### src/rtl/core/spa_pkg.sv
// Shared types and constants for the sparse polynomial adder.
// Used by every file of the block except spa_ram; depends on nothing.
package spa_pkg;

  localparam int Terms  = 32;
  localparam int IdxW   = (Terms > 1) ? $clog2(Terms) : 1;
  localparam int CntW   = $clog2(Terms + 1);
  localparam int KindW  = 2;
  localparam int CoefW  = 32;
  localparam int ExpW   = 16;
  localparam int SumW   = CoefW + 1;
  localparam int EntryW = CoefW + ExpW;

  typedef logic [KindW-1:0] kind_t;
  localparam kind_t KindFirst  = 2'd0;
  localparam kind_t KindSecond = 2'd1;
  localparam kind_t KindSum    = 2'd2;

  typedef enum logic [3:0] {
    ST_IDLE, ST_SORT_INIT, ST_RD_I, ST_LD_I, ST_CMP, ST_WR_I,
    ST_MRG_INIT, ST_MRG_RD, ST_MRG_EV, ST_FIN
  } state_t;

  typedef enum logic [3:0] {
    OP_NONE, OP_LOAD, OP_SORT_INIT, OP_RD_I, OP_LD_I, OP_CMP, OP_WR_I,
    OP_MRG_INIT, OP_MRG_RD, OP_MRG_EV, OP_FIN
  } op_t;

  typedef struct packed {
    op_t  op;
    logic sel;
  } cmd_t;

  typedef struct packed {
    logic short_store;
    logic i_last;
    logic j_last;
    logic merge_done;
    logic out_free;
  } sts_t;

endpackage

### src/rtl/core/spa_item_if.sv
// Input channel of the sparse polynomial adder: term loads and sum requests.
// Depends on spa_pkg for field widths.
interface spa_item_if;
  logic                              valid;
  logic                              ready;
  logic [spa_pkg::KindW-1:0]         kind;
  logic signed [spa_pkg::CoefW-1:0]  coefficient;
  logic signed [spa_pkg::ExpW-1:0]   exponent;

  modport source(output valid, kind, coefficient, exponent, input ready);
  modport sink(input valid, kind, coefficient, exponent, output ready);
endinterface

### src/rtl/core/spa_result_if.sv
// Output channel of the sparse polynomial adder: one sum term per transaction.
// Depends on spa_pkg for field widths.
interface spa_result_if;
  logic                              valid;
  logic                              ready;
  logic signed [spa_pkg::SumW-1:0]   sum_coefficient;
  logic signed [spa_pkg::ExpW-1:0]   sum_exponent;
  logic                              last_term;
  logic                              empty_sum;
  logic                              dropped_terms;

  modport source(output valid, sum_coefficient, sum_exponent, last_term, empty_sum,
                 dropped_terms, input ready);
  modport sink(input valid, sum_coefficient, sum_exponent, last_term, empty_sum,
               dropped_terms, output ready);
endinterface

### src/rtl/core/spa_ram.sv
// Generic single write port RAM with one registered read port.
// Standalone; no package needed.
module spa_ram #(
  parameter int Width = 8,
  parameter int Depth = 4
) (
  input  logic                                      clk,
  input  logic                                      we,
  input  logic [((Depth > 1) ? $clog2(Depth) : 1)-1:0] waddr,
  input  logic [Width-1:0]                          wdata,
  input  logic                                      re,
  input  logic [((Depth > 1) ? $clog2(Depth) : 1)-1:0] raddr,
  output logic [Width-1:0]                          rdata
);
  logic [Width-1:0] mem [Depth];

  always_ff @(posedge clk) begin
    if (we) begin
      mem[waddr] <= wdata;
    end
    if (re) begin
      rdata <= mem[raddr];
    end
  end
endmodule

### src/rtl/core/spa_ctrl.sv
// Sequencer for loading, sorting and merging of the sparse polynomial adder.
// Depends on spa_pkg; drives the datapath through cmd_t and reads sts_t.
module spa_ctrl (
  input  logic                clk,
  input  logic                rst,
  input  logic                in_valid,
  input  spa_pkg::kind_t      in_kind,
  output logic                in_ready,
  output spa_pkg::cmd_t       cmd,
  input  spa_pkg::sts_t       sts
);
  spa_pkg::state_t state, state_next;
  logic            sel, sel_next;

  always_ff @(posedge clk) begin
    if (rst) begin
      state <= spa_pkg::ST_IDLE;
      sel   <= 1'b0;
    end else begin
      state <= state_next;
      sel   <= sel_next;
    end
  end

  always_comb begin
    state_next = state;
    sel_next   = sel;
    unique case (state)
      spa_pkg::ST_IDLE: begin
        if (in_valid && in_kind == spa_pkg::KindSum) begin
          state_next = spa_pkg::ST_SORT_INIT;
          sel_next   = 1'b0;
        end
      end
      spa_pkg::ST_SORT_INIT: begin
        if (!sts.short_store) begin
          state_next = spa_pkg::ST_RD_I;
        end else if (!sel) begin
          sel_next = 1'b1;
        end else begin
          state_next = spa_pkg::ST_MRG_INIT;
        end
      end
      spa_pkg::ST_RD_I: state_next = spa_pkg::ST_LD_I;
      spa_pkg::ST_LD_I: state_next = spa_pkg::ST_CMP;
      spa_pkg::ST_CMP: begin
        if (sts.j_last) begin
          state_next = spa_pkg::ST_WR_I;
        end
      end
      spa_pkg::ST_WR_I: begin
        if (!sts.i_last) begin
          state_next = spa_pkg::ST_RD_I;
        end else if (!sel) begin
          state_next = spa_pkg::ST_SORT_INIT;
          sel_next   = 1'b1;
        end else begin
          state_next = spa_pkg::ST_MRG_INIT;
        end
      end
      spa_pkg::ST_MRG_INIT: state_next = spa_pkg::ST_MRG_RD;
      spa_pkg::ST_MRG_RD: begin
        state_next = sts.merge_done ? spa_pkg::ST_FIN : spa_pkg::ST_MRG_EV;
      end
      spa_pkg::ST_MRG_EV: begin
        if (sts.out_free) begin
          state_next = spa_pkg::ST_MRG_RD;
        end
      end
      spa_pkg::ST_FIN: begin
        if (sts.out_free) begin
          state_next = spa_pkg::ST_IDLE;
        end
      end
      default: state_next = spa_pkg::ST_IDLE;
    endcase
  end

  always_comb begin
    in_ready = (state == spa_pkg::ST_IDLE);
    cmd.sel  = sel;
    cmd.op   = spa_pkg::OP_NONE;
    unique case (state)
      spa_pkg::ST_IDLE: begin
        if (in_valid && (in_kind == spa_pkg::KindFirst || in_kind == spa_pkg::KindSecond)) begin
          cmd.op = spa_pkg::OP_LOAD;
        end
      end
      spa_pkg::ST_SORT_INIT: cmd.op = spa_pkg::OP_SORT_INIT;
      spa_pkg::ST_RD_I:      cmd.op = spa_pkg::OP_RD_I;
      spa_pkg::ST_LD_I:      cmd.op = spa_pkg::OP_LD_I;
      spa_pkg::ST_CMP:       cmd.op = spa_pkg::OP_CMP;
      spa_pkg::ST_WR_I:      cmd.op = spa_pkg::OP_WR_I;
      spa_pkg::ST_MRG_INIT:  cmd.op = spa_pkg::OP_MRG_INIT;
      spa_pkg::ST_MRG_RD:    cmd.op = spa_pkg::OP_MRG_RD;
      spa_pkg::ST_MRG_EV:    cmd.op = spa_pkg::OP_MRG_EV;
      spa_pkg::ST_FIN:       cmd.op = spa_pkg::OP_FIN;
      default:               cmd.op = spa_pkg::OP_NONE;
    endcase
  end
endmodule

### src/rtl/core/spa_dp.sv
// Datapath of the sparse polynomial adder: two term stores, sort and merge
// registers, the pending term and the output register. Depends on spa_pkg, spa_ram.
module spa_dp (
  input  logic                              clk,
  input  logic                              rst,
  input  spa_pkg::cmd_t                     cmd,
  output spa_pkg::sts_t                     sts,
  input  spa_pkg::kind_t                    in_kind,
  input  logic signed [spa_pkg::CoefW-1:0]  in_coef,
  input  logic signed [spa_pkg::ExpW-1:0]   in_exp,
  output logic                              out_valid,
  input  logic                              out_ready,
  output logic signed [spa_pkg::SumW-1:0]   out_coef,
  output logic signed [spa_pkg::ExpW-1:0]   out_exp,
  output logic                              out_last,
  output logic                              out_empty,
  output logic                              out_dropped
);
  localparam int CntW  = spa_pkg::CntW;
  localparam int IdxW  = spa_pkg::IdxW;
  localparam int ExpW  = spa_pkg::ExpW;
  localparam int CoefW = spa_pkg::CoefW;
  localparam int SumW  = spa_pkg::SumW;
  localparam int EntW  = spa_pkg::EntryW;

  logic [CntW-1:0] cnt0, cnt1, i, j, a, b, n_sel, load_cnt;
  logic            overflow;
  logic [EntW-1:0] cur;
  logic            pend_valid;
  logic [SumW-1:0] pend_coef;
  logic [ExpW-1:0] pend_exp;

  logic            we0, we1, re0, re1;
  logic [IdxW-1:0] waddr0, waddr1, raddr0, raddr1;
  logic [EntW-1:0] wdata0, wdata1, rdata0, rdata1, rd_sel;

  logic            load_second, load_full, load_nz, swap, out_free;
  logic            has_a, has_b, emit, adv_a, adv_b;
  logic            out_load;
  logic signed [ExpW-1:0]  ea, eb;
  logic signed [SumW-1:0]  xa, xb, sum_ab;
  logic [SumW-1:0] new_coef;
  logic [ExpW-1:0] new_exp;

  spa_ram #(.Width(EntW), .Depth(spa_pkg::Terms)) u_ram0 (
    .clk(clk), .we(we0), .waddr(waddr0), .wdata(wdata0),
    .re(re0), .raddr(raddr0), .rdata(rdata0)
  );
  spa_ram #(.Width(EntW), .Depth(spa_pkg::Terms)) u_ram1 (
    .clk(clk), .we(we1), .waddr(waddr1), .wdata(wdata1),
    .re(re1), .raddr(raddr1), .rdata(rdata1)
  );

  assign n_sel       = cmd.sel ? cnt1 : cnt0;
  assign rd_sel      = cmd.sel ? rdata1 : rdata0;
  assign load_second = (in_kind == spa_pkg::KindSecond);
  assign load_cnt    = load_second ? cnt1 : cnt0;
  assign load_full   = (load_cnt >= CntW'(spa_pkg::Terms));
  assign load_nz     = (in_coef != '0);
  assign swap        = ($signed(cur[ExpW-1:0]) < $signed(rd_sel[ExpW-1:0]));
  assign out_free    = !out_valid || out_ready;
  assign has_a       = (a < cnt0);
  assign has_b       = (b < cnt1);
  assign out_load    = out_free && ((cmd.op == spa_pkg::OP_MRG_EV && emit && pend_valid) ||
                                    cmd.op == spa_pkg::OP_FIN);

  assign sts.short_store = ({1'b0, n_sel} < (CntW + 1)'(2));
  assign sts.i_last      = (({1'b0, i} + (CntW + 1)'(2)) >= {1'b0, n_sel});
  assign sts.j_last      = (({1'b0, j} + (CntW + 1)'(1)) >= {1'b0, n_sel});
  assign sts.merge_done  = !has_a && !has_b;
  assign sts.out_free    = out_free;

  // Store read and write ports; sort passes touch only the selected store.
  always_comb begin
    logic [CntW-1:0] ip1, jp1;
    ip1    = i + CntW'(1);
    jp1    = j + CntW'(1);
    we0    = 1'b0;
    we1    = 1'b0;
    re0    = 1'b0;
    re1    = 1'b0;
    waddr0 = i[IdxW-1:0];
    waddr1 = i[IdxW-1:0];
    wdata0 = cur;
    wdata1 = cur;
    raddr0 = i[IdxW-1:0];
    raddr1 = i[IdxW-1:0];
    unique case (cmd.op)
      spa_pkg::OP_LOAD: begin
        waddr0 = load_cnt[IdxW-1:0];
        waddr1 = load_cnt[IdxW-1:0];
        wdata0 = {in_coef, in_exp};
        wdata1 = {in_coef, in_exp};
        we0    = load_nz && !load_full && !load_second;
        we1    = load_nz && !load_full && load_second;
      end
      spa_pkg::OP_RD_I: begin
        re0 = !cmd.sel;
        re1 = cmd.sel;
      end
      spa_pkg::OP_LD_I: begin
        re0    = !cmd.sel;
        re1    = cmd.sel;
        raddr0 = ip1[IdxW-1:0];
        raddr1 = ip1[IdxW-1:0];
      end
      spa_pkg::OP_CMP: begin
        waddr0 = j[IdxW-1:0];
        waddr1 = j[IdxW-1:0];
        we0    = swap && !cmd.sel;
        we1    = swap && cmd.sel;
        raddr0 = jp1[IdxW-1:0];
        raddr1 = jp1[IdxW-1:0];
        re0    = !sts.j_last && !cmd.sel;
        re1    = !sts.j_last && cmd.sel;
      end
      spa_pkg::OP_WR_I: begin
        we0 = !cmd.sel;
        we1 = cmd.sel;
      end
      spa_pkg::OP_MRG_RD: begin
        raddr0 = a[IdxW-1:0];
        raddr1 = b[IdxW-1:0];
        re0    = 1'b1;
        re1    = 1'b1;
      end
      default: begin
      end
    endcase
  end

  // One merge step on the current heads of both stores.
  always_comb begin
    ea     = $signed(rdata0[ExpW-1:0]);
    eb     = $signed(rdata1[ExpW-1:0]);
    xa     = $signed({rdata0[EntW-1], rdata0[EntW-1:ExpW]});
    xb     = $signed({rdata1[EntW-1], rdata1[EntW-1:ExpW]});
    sum_ab = xa + xb;
    priority if (has_a && has_b && ea == eb) begin
      new_coef = sum_ab;
      new_exp  = ea;
      emit     = (sum_ab != '0);
      adv_a    = 1'b1;
      adv_b    = 1'b1;
    end else if (has_a && (!has_b || ea > eb)) begin
      new_coef = xa;
      new_exp  = ea;
      emit     = 1'b1;
      adv_a    = 1'b1;
      adv_b    = 1'b0;
    end else begin
      new_coef = xb;
      new_exp  = eb;
      emit     = 1'b1;
      adv_a    = 1'b0;
      adv_b    = 1'b1;
    end
  end

  always_ff @(posedge clk) begin
    if (rst) begin
      cnt0       <= '0;
      cnt1       <= '0;
      overflow   <= 1'b0;
      out_valid  <= 1'b0;
      pend_valid <= 1'b0;
    end else begin
      if (out_valid && out_ready && !out_load) begin
        out_valid <= 1'b0;
      end
      unique case (cmd.op)
        spa_pkg::OP_LOAD: begin
          if (load_nz) begin
            if (load_full) begin
              overflow <= 1'b1;
            end else if (load_second) begin
              cnt1 <= cnt1 + CntW'(1);
            end else begin
              cnt0 <= cnt0 + CntW'(1);
            end
          end
        end
        spa_pkg::OP_SORT_INIT: i <= '0;
        spa_pkg::OP_LD_I: begin
          cur <= rd_sel;
          j   <= i + CntW'(1);
        end
        spa_pkg::OP_CMP: begin
          if (swap) begin
            cur <= rd_sel;
          end
          j <= j + CntW'(1);
        end
        spa_pkg::OP_WR_I: i <= i + CntW'(1);
        spa_pkg::OP_MRG_INIT: begin
          a          <= '0;
          b          <= '0;
          pend_valid <= 1'b0;
        end
        spa_pkg::OP_MRG_EV: begin
          if (out_free) begin
            a <= a + CntW'(adv_a);
            b <= b + CntW'(adv_b);
            // The newest term is held back until the next one shows it is not last.
            if (emit) begin
              if (pend_valid) begin
                out_valid   <= 1'b1;
                out_coef    <= pend_coef;
                out_exp     <= pend_exp;
                out_last    <= 1'b0;
                out_empty   <= 1'b0;
                out_dropped <= overflow;
              end
              pend_coef  <= new_coef;
              pend_exp   <= new_exp;
              pend_valid <= 1'b1;
            end
          end
        end
        spa_pkg::OP_FIN: begin
          if (out_free) begin
            out_valid   <= 1'b1;
            out_coef    <= pend_valid ? pend_coef : '0;
            out_exp     <= pend_valid ? pend_exp : '0;
            out_last    <= 1'b1;
            out_empty   <= !pend_valid;
            out_dropped <= overflow;
            cnt0        <= '0;
            cnt1        <= '0;
            overflow    <= 1'b0;
            pend_valid  <= 1'b0;
          end
        end
        default: begin
        end
      endcase
    end
  end

  a_cnt_bound: assert property (@(posedge clk) disable iff (rst)
    cnt0 <= CntW'(spa_pkg::Terms) && cnt1 <= CntW'(spa_pkg::Terms))
    else $error("store count beyond capacity");

  a_fin_clears: assert property (@(posedge clk) disable iff (rst)
    (cmd.op == spa_pkg::OP_FIN && out_free) |=>
      (cnt0 == '0 && cnt1 == '0 && !overflow && out_valid && out_last))
    else $error("final term did not clear the stores");

  a_merge_idx: assert property (@(posedge clk) disable iff (rst)
    (cmd.op == spa_pkg::OP_MRG_EV) |-> (a <= cnt0 && b <= cnt1 && (has_a || has_b)))
    else $error("merge index out of range");

  a_cmp_idx: assert property (@(posedge clk) disable iff (rst)
    (cmd.op == spa_pkg::OP_CMP) |-> (j < n_sel && j > i))
    else $error("sort inner index out of range");
endmodule

### src/rtl/core/sparse_polynomial_adder_unit.sv
// Top level of the sparse polynomial adder: sequencer plus datapath.
// Depends on spa_pkg, spa_item_if, spa_result_if, spa_ctrl, spa_dp.
//
//   port     role    fields
//   items    sink    kind, coefficient, exponent
//   results  source  sum_coefficient, sum_exponent, last_term, empty_sum, dropped_terms
//
// Items are taken only while no sum is in progress. A sum request sorts each store with
// a single-port pass, then merges; each merge step is a RAM read and then an evaluate.
// The final term enters the output register in the finish state after the merge ends.
// Reset is synchronous; both stores start empty. A stalled results channel holds the merge.
module sparse_polynomial_adder_unit (
  input  logic         clk,
  input  logic         rst,
  spa_item_if.sink     items,
  spa_result_if.source results
);
  spa_pkg::cmd_t cmd;
  spa_pkg::sts_t sts;

  spa_ctrl u_ctrl (
    .clk(clk), .rst(rst),
    .in_valid(items.valid), .in_kind(items.kind), .in_ready(items.ready),
    .cmd(cmd), .sts(sts)
  );

  spa_dp u_dp (
    .clk(clk), .rst(rst), .cmd(cmd), .sts(sts),
    .in_kind(items.kind), .in_coef(items.coefficient), .in_exp(items.exponent),
    .out_valid(results.valid), .out_ready(results.ready),
    .out_coef(results.sum_coefficient), .out_exp(results.sum_exponent),
    .out_last(results.last_term), .out_empty(results.empty_sum),
    .out_dropped(results.dropped_terms)
  );
endmodule

### src/flat_wrapper.sv
// flat-port wrapper written by rule: the top's interface ports become plain ports
module sparse_polynomial_adder_unit_flat 
  (clk, rst, items_valid, items_kind, items_coefficient, items_exponent, items_ready, results_valid, results_sum_coefficient, results_sum_exponent, results_last_term, results_empty_sum, results_dropped_terms, results_ready);
  spa_item_if items_i ();
  spa_result_if results_i ();
  input  logic clk;
  input  logic rst;
  input wire logic [$bits(items_i.valid)-1:0] items_valid;
  input wire logic [$bits(items_i.kind)-1:0] items_kind;
  input wire logic [$bits(items_i.coefficient)-1:0] items_coefficient;
  input wire logic [$bits(items_i.exponent)-1:0] items_exponent;
  output wire logic [$bits(items_i.ready)-1:0] items_ready;
  output wire logic [$bits(results_i.valid)-1:0] results_valid;
  output wire logic [$bits(results_i.sum_coefficient)-1:0] results_sum_coefficient;
  output wire logic [$bits(results_i.sum_exponent)-1:0] results_sum_exponent;
  output wire logic [$bits(results_i.last_term)-1:0] results_last_term;
  output wire logic [$bits(results_i.empty_sum)-1:0] results_empty_sum;
  output wire logic [$bits(results_i.dropped_terms)-1:0] results_dropped_terms;
  input wire logic [$bits(results_i.ready)-1:0] results_ready;
  assign items_i.valid = items_valid;
  assign items_i.kind = items_kind;
  assign items_i.coefficient = items_coefficient;
  assign items_i.exponent = items_exponent;
  assign items_ready = items_i.ready;
  assign results_valid = results_i.valid;
  assign results_sum_coefficient = results_i.sum_coefficient;
  assign results_sum_exponent = results_i.sum_exponent;
  assign results_last_term = results_i.last_term;
  assign results_empty_sum = results_i.empty_sum;
  assign results_dropped_terms = results_i.dropped_terms;
  assign results_i.ready = results_ready;
  sparse_polynomial_adder_unit u_core (.clk(clk), .rst(rst), .items(items_i), .results(results_i));
endmodule
### config.mk
export PLATFORM = sky130hd
export DESIGN_NAME = sparse_polynomial_adder_unit_flat
export DESIGN_NICKNAME = d
export VERILOG_FILES = /design/src/rtl/core/spa_pkg.sv /design/src/rtl/core/spa_item_if.sv /design/src/rtl/core/spa_result_if.sv /design/src/rtl/core/spa_ram.sv /design/src/rtl/core/spa_ctrl.sv /design/src/rtl/core/spa_dp.sv /design/src/rtl/core/sparse_polynomial_adder_unit.sv /design/src/flat_wrapper.sv
export SDC_FILE = /design/constraint.sdc
export NUM_CORES = 2
export LEC_CHECK = 0
export ABC_AREA = 1
export BUFFER_PORTS_ARGS = -buffer_cell sky130_fd_sc_hd__clkbuf_2
export CAP_MARGIN = 10
export CORE_AREA = 2 2 531 533
export DETAILED_ROUTE_END_ITERATION = 6
export DIE_AREA = 0 0 533 535
export PLACE_DENSITY = 0.65
export SLEW_MARGIN = 20
export SYNTH_ARGS = -nofsm -noshare
export SYNTH_HDL_FRONTEND = slang
export SYNTH_SLANG_ARGS = --single-unit
### constraint.sdc
create_clock -name clk -period 9.35 [get_ports clk]
set_clock_uncertainty 0.2 [all_clocks]
set_input_delay 0 -clock clk [delete_from_list [all_inputs] [get_ports clk]]
set_output_delay 0 -clock clk [all_outputs]
set_load 0.1 [all_outputs]
== After elaboration in Yosys (flattened, before gate mapping) ==
Memories as Yosys holds them, arrays and structs flattened. A register that Yosys moved wholly into a read port is not among the register bits.
Cells that the tools add are included.

* Magnitude comparators: 8
* Add/sub/neg operators: 9
* Equality and inequality tests: 39
* Reduce and logical (&&, ||, !) cells: 55
* Shifts and indexed selects: 0
* Muxes and demuxes: 94
* Div/mod/pow operators: 0
* $mul: 0
* Bitwise logic cells: 1

{| class="wikitable"
|+ Operator list
! kind !! number
|-
| 2-to-1 mux 33 bit || 7
|-
| 2-to-1 mux 48 bit || 3
|-
| 2-to-1 mux 16 bit || 7
|-
| case mux 48 bit (2 select lines) || 1
|-
| case mux 4 bit (10 select lines) || 2
|-
| case mux 6 bit (2 select lines) || 6
|-
| 2-to-1 mux 6 bit || 11
|-
| case mux 33 bit (2 select lines) || 1
|-
| adder 32 x 32 -> 33 bit || 1
|-
| 2-to-1 mux 1 bit || 33
|-
| nonzero test 33 bit || 1
|-
| equality test 4 x 3 -> 1 bit, second input constant || 8
|-
| case mux 16 bit (2 select lines) || 1
|-
| nonzero test 32 bit || 1
|-
| != test 2 bit, second input constant || 15
|-
| case mux 5 bit (3 select lines) || 2
|-
| adder 6 x 1 -> 6 bit, second input constant || 4
|-
| 2-to-1 mux 4 bit || 6
|-
| equality test 4 bit, second input constant || 5
|-
| logical AND 1 bit || 18
|-
| case mux 1 bit (3 select lines) || 6
|-
| equality test 16 bit || 1
|-
| equality test 4 x 2 -> 1 bit, second input constant || 4
|-
| greater-than comparator 16 bit || 1
|-
| 29 further kinds || 61
|}

* Bits of input ports: 54
* ROM bits: 0
* Latch bits: 0
* Flip-flop bits (word level): 193
* Memories: 2
* RAM bits: 3072

{| class="wikitable"
|+ Memory list
! memory !! words !! bits a word !! rd ports !! clocked after memory_dff !! write ports !! line !! source
|-
| u_core.u_dp.u_ram0.mem || 32 || 48 || 1 || 1 || 1 || spa_ram.sv:15 || <nowiki>logic [Width-1:0] mem [Depth];</nowiki>
|-
| u_core.u_dp.u_ram1.mem || 32 || 48 || 1 || 1 || 1 || spa_ram.sv:15 ||
|}

== Logic depth before layout (Yosys ltp) ==
* Word-level depth: 17
* Depth in mapped cells: 22
* Mapped depth without buffers: 21

== Cells and area by module ==
A second synthesis with hierarchy kept.

* Cell total of the unflattened synthesis: 12620
* Area total of the unflattened synthesis: 141291.8 µm²

{| class="wikitable"
|+ By module, submodules not included
! module !! times used !! area an instance (µm²) !! cells an instance !! seq. area each (µm²)
|-
| spa_ram at u_core.u_dp.u_ram1 || 1 || 63449.6 || 5279 || 47565.6
|-
| spa_ram at u_core.u_dp.u_ram0 || 1 || 63437.1 || 5279 || 47565.6
|-
| spa_dp || 1 || 13929.6 || 1976 || 5495.3
|-
| spa_ctrl || 1 || 475.5 || 86 || 100.1
|}

== Worst setup path before layout ==
No wires, ideal clock.

* Kind: register -> register
* From: reg u_core.u_ctrl.sel
* To: reg u_core.u_dp.u_ram0.rdata[0] (read register of u_core.u_dp.u_ram0.mem) (enable)
* Arrival: 5.893 ns
* Data required time: 8.630 ns
* Path buffers: 3
* Stages on the path, launching flop included: 17
* Setup time: 0.520 ns
* Slack: 2.737 ns
* Cell sequence: dfxtp_1 -> clkbuf_1 -> clkbuf_1 -> clkbuf_1 -> o21ai_0 -> ha_1 -> inv_1 -> a21boi_0 -> o21a_1 -> o21a_1 -> o21ai_0 -> a21boi_0 -> nor3_1 -> nand2_1 -> o211ai_1 -> inv_1 -> o21ai_0

* Cells in the longest elaborated chain, start to end: 5
* Elaborated cells on any way between the ends: 6
* Those cells by class: order compare (1); mux (2); reduce/logical (3)

{| class="wikitable"
|+ Ends and longest elaborated chain
! element !! line !! source
|-
| from (decl) || spa_ctrl.sv:13 || <nowiki>logic sel, sel_next;</nowiki>
|-
| from (signal assigned) || spa_ctrl.sv:21 || <nowiki>sel <= sel_next;</nowiki>
|-
| 2-to-1 mux 6 bit || spa_dp.sv:54 || <nowiki>assign n_sel = cmd.sel ? cnt1 : cnt0;</nowiki>
|-
| >= comparator 7 x 6 -> 1 bit || spa_dp.sv:69 || <nowiki>assign sts.j_last = (({1'b0, j} + (CntW + 1)'(1)) >= {1'b0, n_sel});</nowiki>
|-
| zero test 1 bit || spa_dp.sv:114 || <nowiki>re0 = !sts.j_last && !cmd.sel;</nowiki>
|-
| logical AND 1 bit || spa_dp.sv:114 ||
|-
| case mux 1 bit (3 select lines) (*) || spa_dp.sv:88 || <nowiki>unique case (cmd.op)</nowiki>
|-
| via u_core.u_dp.re0 || spa_dp.sv:33 || <nowiki>logic we0, we1, re0, re1;</nowiki>
|-
| to (decl) || spa_ram.sv:13 || <nowiki>output logic [Width-1:0] rdata</nowiki>
|}

Mark *: on every way through the listed nets, which the timed path passes. The rest lies on a longest branch.
A chain may end at the register's enable or synchronous reset.

== Worst setup path in the final report ==
* From: reg u_core.u_ctrl.state[1]
* To: reg u_core.u_dp.u_ram0.rdata[38] (read register of u_core.u_dp.u_ram0.mem) (data pin)

* Cells in the longest elaborated chain, start to end: 5
* Elaborated cells on any way between the ends: 18
* Those cells by class: eq/ne (13); mux (3); reduce/logical (2)

{| class="wikitable"
|+ Ends and longest elaborated chain
! element !! line !! source
|-
| from (decl) || spa_ctrl.sv:12 || <nowiki>spa_pkg::state_t state, state_next;</nowiki>
|-
| from (signal assigned) || spa_ctrl.sv:17 || <nowiki>state <= spa_pkg::ST_IDLE;</nowiki>
|-
| from (signal assigned) || spa_ctrl.sv:20 || <nowiki>state <= state_next;</nowiki>
|-
| equality test 4 bit, or another cell as far along || spa_ctrl.sv:83 || <nowiki>unique case (state)</nowiki>
|-
| case mux 4 bit (10 select lines) (*) || spa_ctrl.sv:83 ||
|-
| equality test 4 x 3 -> 1 bit or equality test 4 x 2 -> 1 bit (tied branches) || spa_dp.sv:88 ||
|-
| OR reduction 2 bit (no line) || n/a ||
|-
| case mux 1 bit (3 select lines) || spa_dp.sv:88 ||
|}

Mark *: on every way between the ends. The rest lies on a longest branch, timed or not.

==> run_results.csv <==
group,metric,value,unit
timing,holdWs,19.2,ps
yosys,syn-num-nets,12100,
min_path,min_path_type,"in2reg",
timing,finalSetupViolCount,0,
route,wl_per_cell,26.2,µm
power_and_ir_drop,cellPowerDensity,254,mW/mm²
worst_setup_path,worst-endpoint-required,9780,ps
yosys,synth_area,0.139,mm²
finish,final_util,0.555,
timing,final.setup.tns,0,ps
timing,rsz0062_at_grt,"false",
yosys,avgSynthCellArea,11.6,µm²
flow_run,cap_violations,0,
worst_setup_path,path_class,"reg2reg",
yosys,ys_seq_area_frac,0.725,
route,avgViaCountPerCell,5.87,
timing,fmaxAchievable,0.183,GHz
clock_tree,clkLatencyLatePin,920,ps
finish,layout_commonest_cell,"nand2_1",
placement,io_buffers,107,
finish,layout.cells.most_common_list,"nand2_1, edfxtp_1, a21oi_1",
yosys,synth-edff-count,3341,
placement,hpwl,217000,µm
grt,track_usage,0.285,
finish,syn2layout_area_growth,11.3,%
die,die_width,533,µm
grt,antenna_found_initial,8,
timing,tightest_slew,1210,ps
placement,gp_congestion,0.955,
yosys,synthArstFlopShare,0,
route,via_count,93600,
clock_tree,htree_num_levels,5,
timing,slew_headroom,0.192,
timing,final_max_slew_viol_count,0,
clock_tree,cts_tree,"done",
clock_tree,clk_pin_slew_worst_paths,60,ps
grt,grt_max_degree,206,
clock_tree,cts_sinks,3361,
worst_setup_path,cp.arrival,5890,ps
route,drt_first_pass_iters,7,
yosys,synth_cells,12000,
worst_setup_path,crit_path_start_kind,"flop",
clock_tree,clockBufferDepth,4,
route,drc_errors,26,
die,ios,108,
clock_tree,cts_buffers,343,
timing,hold_violations,0,
grt,grt_pass1_wl,600000,µm
worst_setup_path,worstPathMaxFanout,66,
finish,drive_above_1_share,0.0756,
grt,grt_pass1_vias,88900,
worst_setup_path,endpoint_kind,"flop",
yosys,synth_ff_type,"edfxtp_1",
power_and_ir_drop,leakage,55.6,nW
die,rows,194,
die,start_util,0.498,
timing,fin_crit,5450,ps
route,drtIter0Drc,13300,
grt,grt.overflow.total,0,
status,outcome,"finished with violations",
yosys,ys_warn_count,0,
route,drtAntennaViolNets,0,
clock_tree,cts-root-buf,"clkbuf_16",
power_and_ir_drop,ir_worst_vdd,0.000230,V
yosys,ys_ff_latch,3361,
status,violations,"design-rule violations",
die,core_area,0.279,mm²
route,wl,417000,µm
die,dieArea,0.285,mm²
yosys,synth.distinct_cells,45,
clock_tree,cts_resized,0,
timing,fin_crit_sh,0.583,
finish,nets,12100,
die,die_h,535,µm
[per-stage QoR]
step | worst slack, ps | cells | cell area (µm²) | total power [mW]
2_1_floorplan | 2740 | 12000 | 139000 | 23.4
3_3_place_gp | 4070 | 15300 | 143000 | 26.0
3_5_place_dp | 4060 | 15300 | 143000 | 26.1
4_1_cts | 4010 | 15900 | 155000 | 39.4
5_1_grt | 3680 | 15900 | 155000 | 40.8
6_report | 3900 | 15900 | 155000 | 39.4
[Yosys cell counts, types with 24 or more instances]
master | number | area, µm²
edfxtp_1 | 3341 | 100000
inv_1 | 424 | 1590
nand2_1 | 3701 | 13900
o21ai_1 | 464 | 2320
o21ai_0 | 432 | 2160
and2_1 | 100 | 626
buf_2 | 305 | 1530
a21oi_1 | 1601 | 8010
nand3_1 | 677 | 3390
buf_1 | 70 | 263
ha_1 | 94 | 1180
clkbuf_1 | 329 | 1230
o211ai_1 | 24 | 180
nor2_1 | 221 | 830
[power breakdown]
group          switching [mW]  total (mW)  internal [mW]
combinational            6.24        8.35           2.11
sequential              0.123        17.6           17.5
clock                    5.71        13.4           7.68
total                    12.1        39.4           27.3
[worst max-delay path, cell delays in order (launching register included)]
cell and delay, ps:
dfxtp_1 530, nand2_2 140, inv_2 80, nand2_2 110
nand2_2 140, nor2_4 60, inv_2 290, nand2_1 160
o21ai_4 150, buf_4 800, buf_4 800, buf_4 760
nand2_1 110, a21oi_1 140, o21ai_1 100, nand3_1 170
nand3_1 160, and2_1 180
[state kept, by name, indices dropped and copies added, names as in the netlist, 6 cells and up]
| name | count |
|---|---|
| u_core.u_dp.a | 6 |
| u_core.u_dp.u_ram1.mem | 1536 |
| u_core.u_dp.u_ram0.mem | 1536 |
| u_core.u_dp.u_ram1.rdata | 48 |
| u_core.u_dp.pend_coef | 33 |
| u_core.u_dp.i | 6 |
| u_core.u_dp.cur | 48 |
| u_core.u_dp.u_ram0.rdata | 48 |
| u_core.u_dp.cnt1 | 6 |
| u_core.u_dp.b | 6 |
| u_core.u_dp.cnt0 | 6 |
| u_core.u_dp.out_coef | 33 |
| u_core.u_dp.pend_exp | 16 |
| u_core.u_dp.j | 6 |
| u_core.u_dp.out_exp | 16 |
[logic make-up (layout without fill, tap and decap cells)]
kind of cell               after synthesis  in the layout  synth area share
and+or+nand+nor                       4770           4770             0.138
DFF                                   3361           3361             0.725
AOI/OAI and AO/OA                     2569           2569            0.0940
buffers and inverters                 1145           1392            0.0338
adders and majority gates               95             95           0.00861
xor gates and xnor gates                16             16           0.00101
other                                    0              8                 0
[worst paths after layout]
check	startpoint	endpoint	slack, ps	cells past startpoint
worst max-delay path	u_core.u_ctrl.state[1]$_SDFFE_PP0P_	u_core.u_dp.u_ram0.rdata[38]$_DFFE_PP_	3900	17
worst min-delay path	items_coefficient[2]	u_core.u_dp.u_ram0.mem[26][18]$_DFFE_PP_	20	3
worst max register to register	u_core.u_ctrl.state[1]$_SDFFE_PP0P_	u_core.u_dp.u_ram0.rdata[38]$_DFFE_PP_	3900	17
worst min register to register	u_core.u_dp.cnt0[4]$_SDFFE_PP0P_	u_core.u_dp.cnt0[5]$_SDFFE_PP0P_	270	2
[per-layer routing]
metal  vias up  GRT usage  wire (µm)  part of all wire
met1     45700      0.396     165000              0.40
met5         -          0         17          0.000041
met4         2      0.123      19100             0.046
met3       778     0.0396      39600             0.095
met2      5061      0.453     193000              0.46
li1      42000          -          -                 -
[cell type report]
cell class / count / area (µm²)
Multi-Input combinational cell: 7450 / 34100
Clock buffer: 419 / 9040
Sequential cell: 3361 / 101000
Fill cell: 22700 / 124000
Inverter: 437 / 1730
Clock inverter: 192 / 1740
Tap cell: 3724 / 4660
Antenna cell: 8 / 20.0
Timing Repair Buffer: 344 / 2720
[what timing repair did]
item / 4_1_cts / 5_1_grt
buffers inserted: 0 / 0
endpoints found under the hold margin: 2344 / 0
hold buffers: 55 / 0
(Power assumes the default switching activity.)
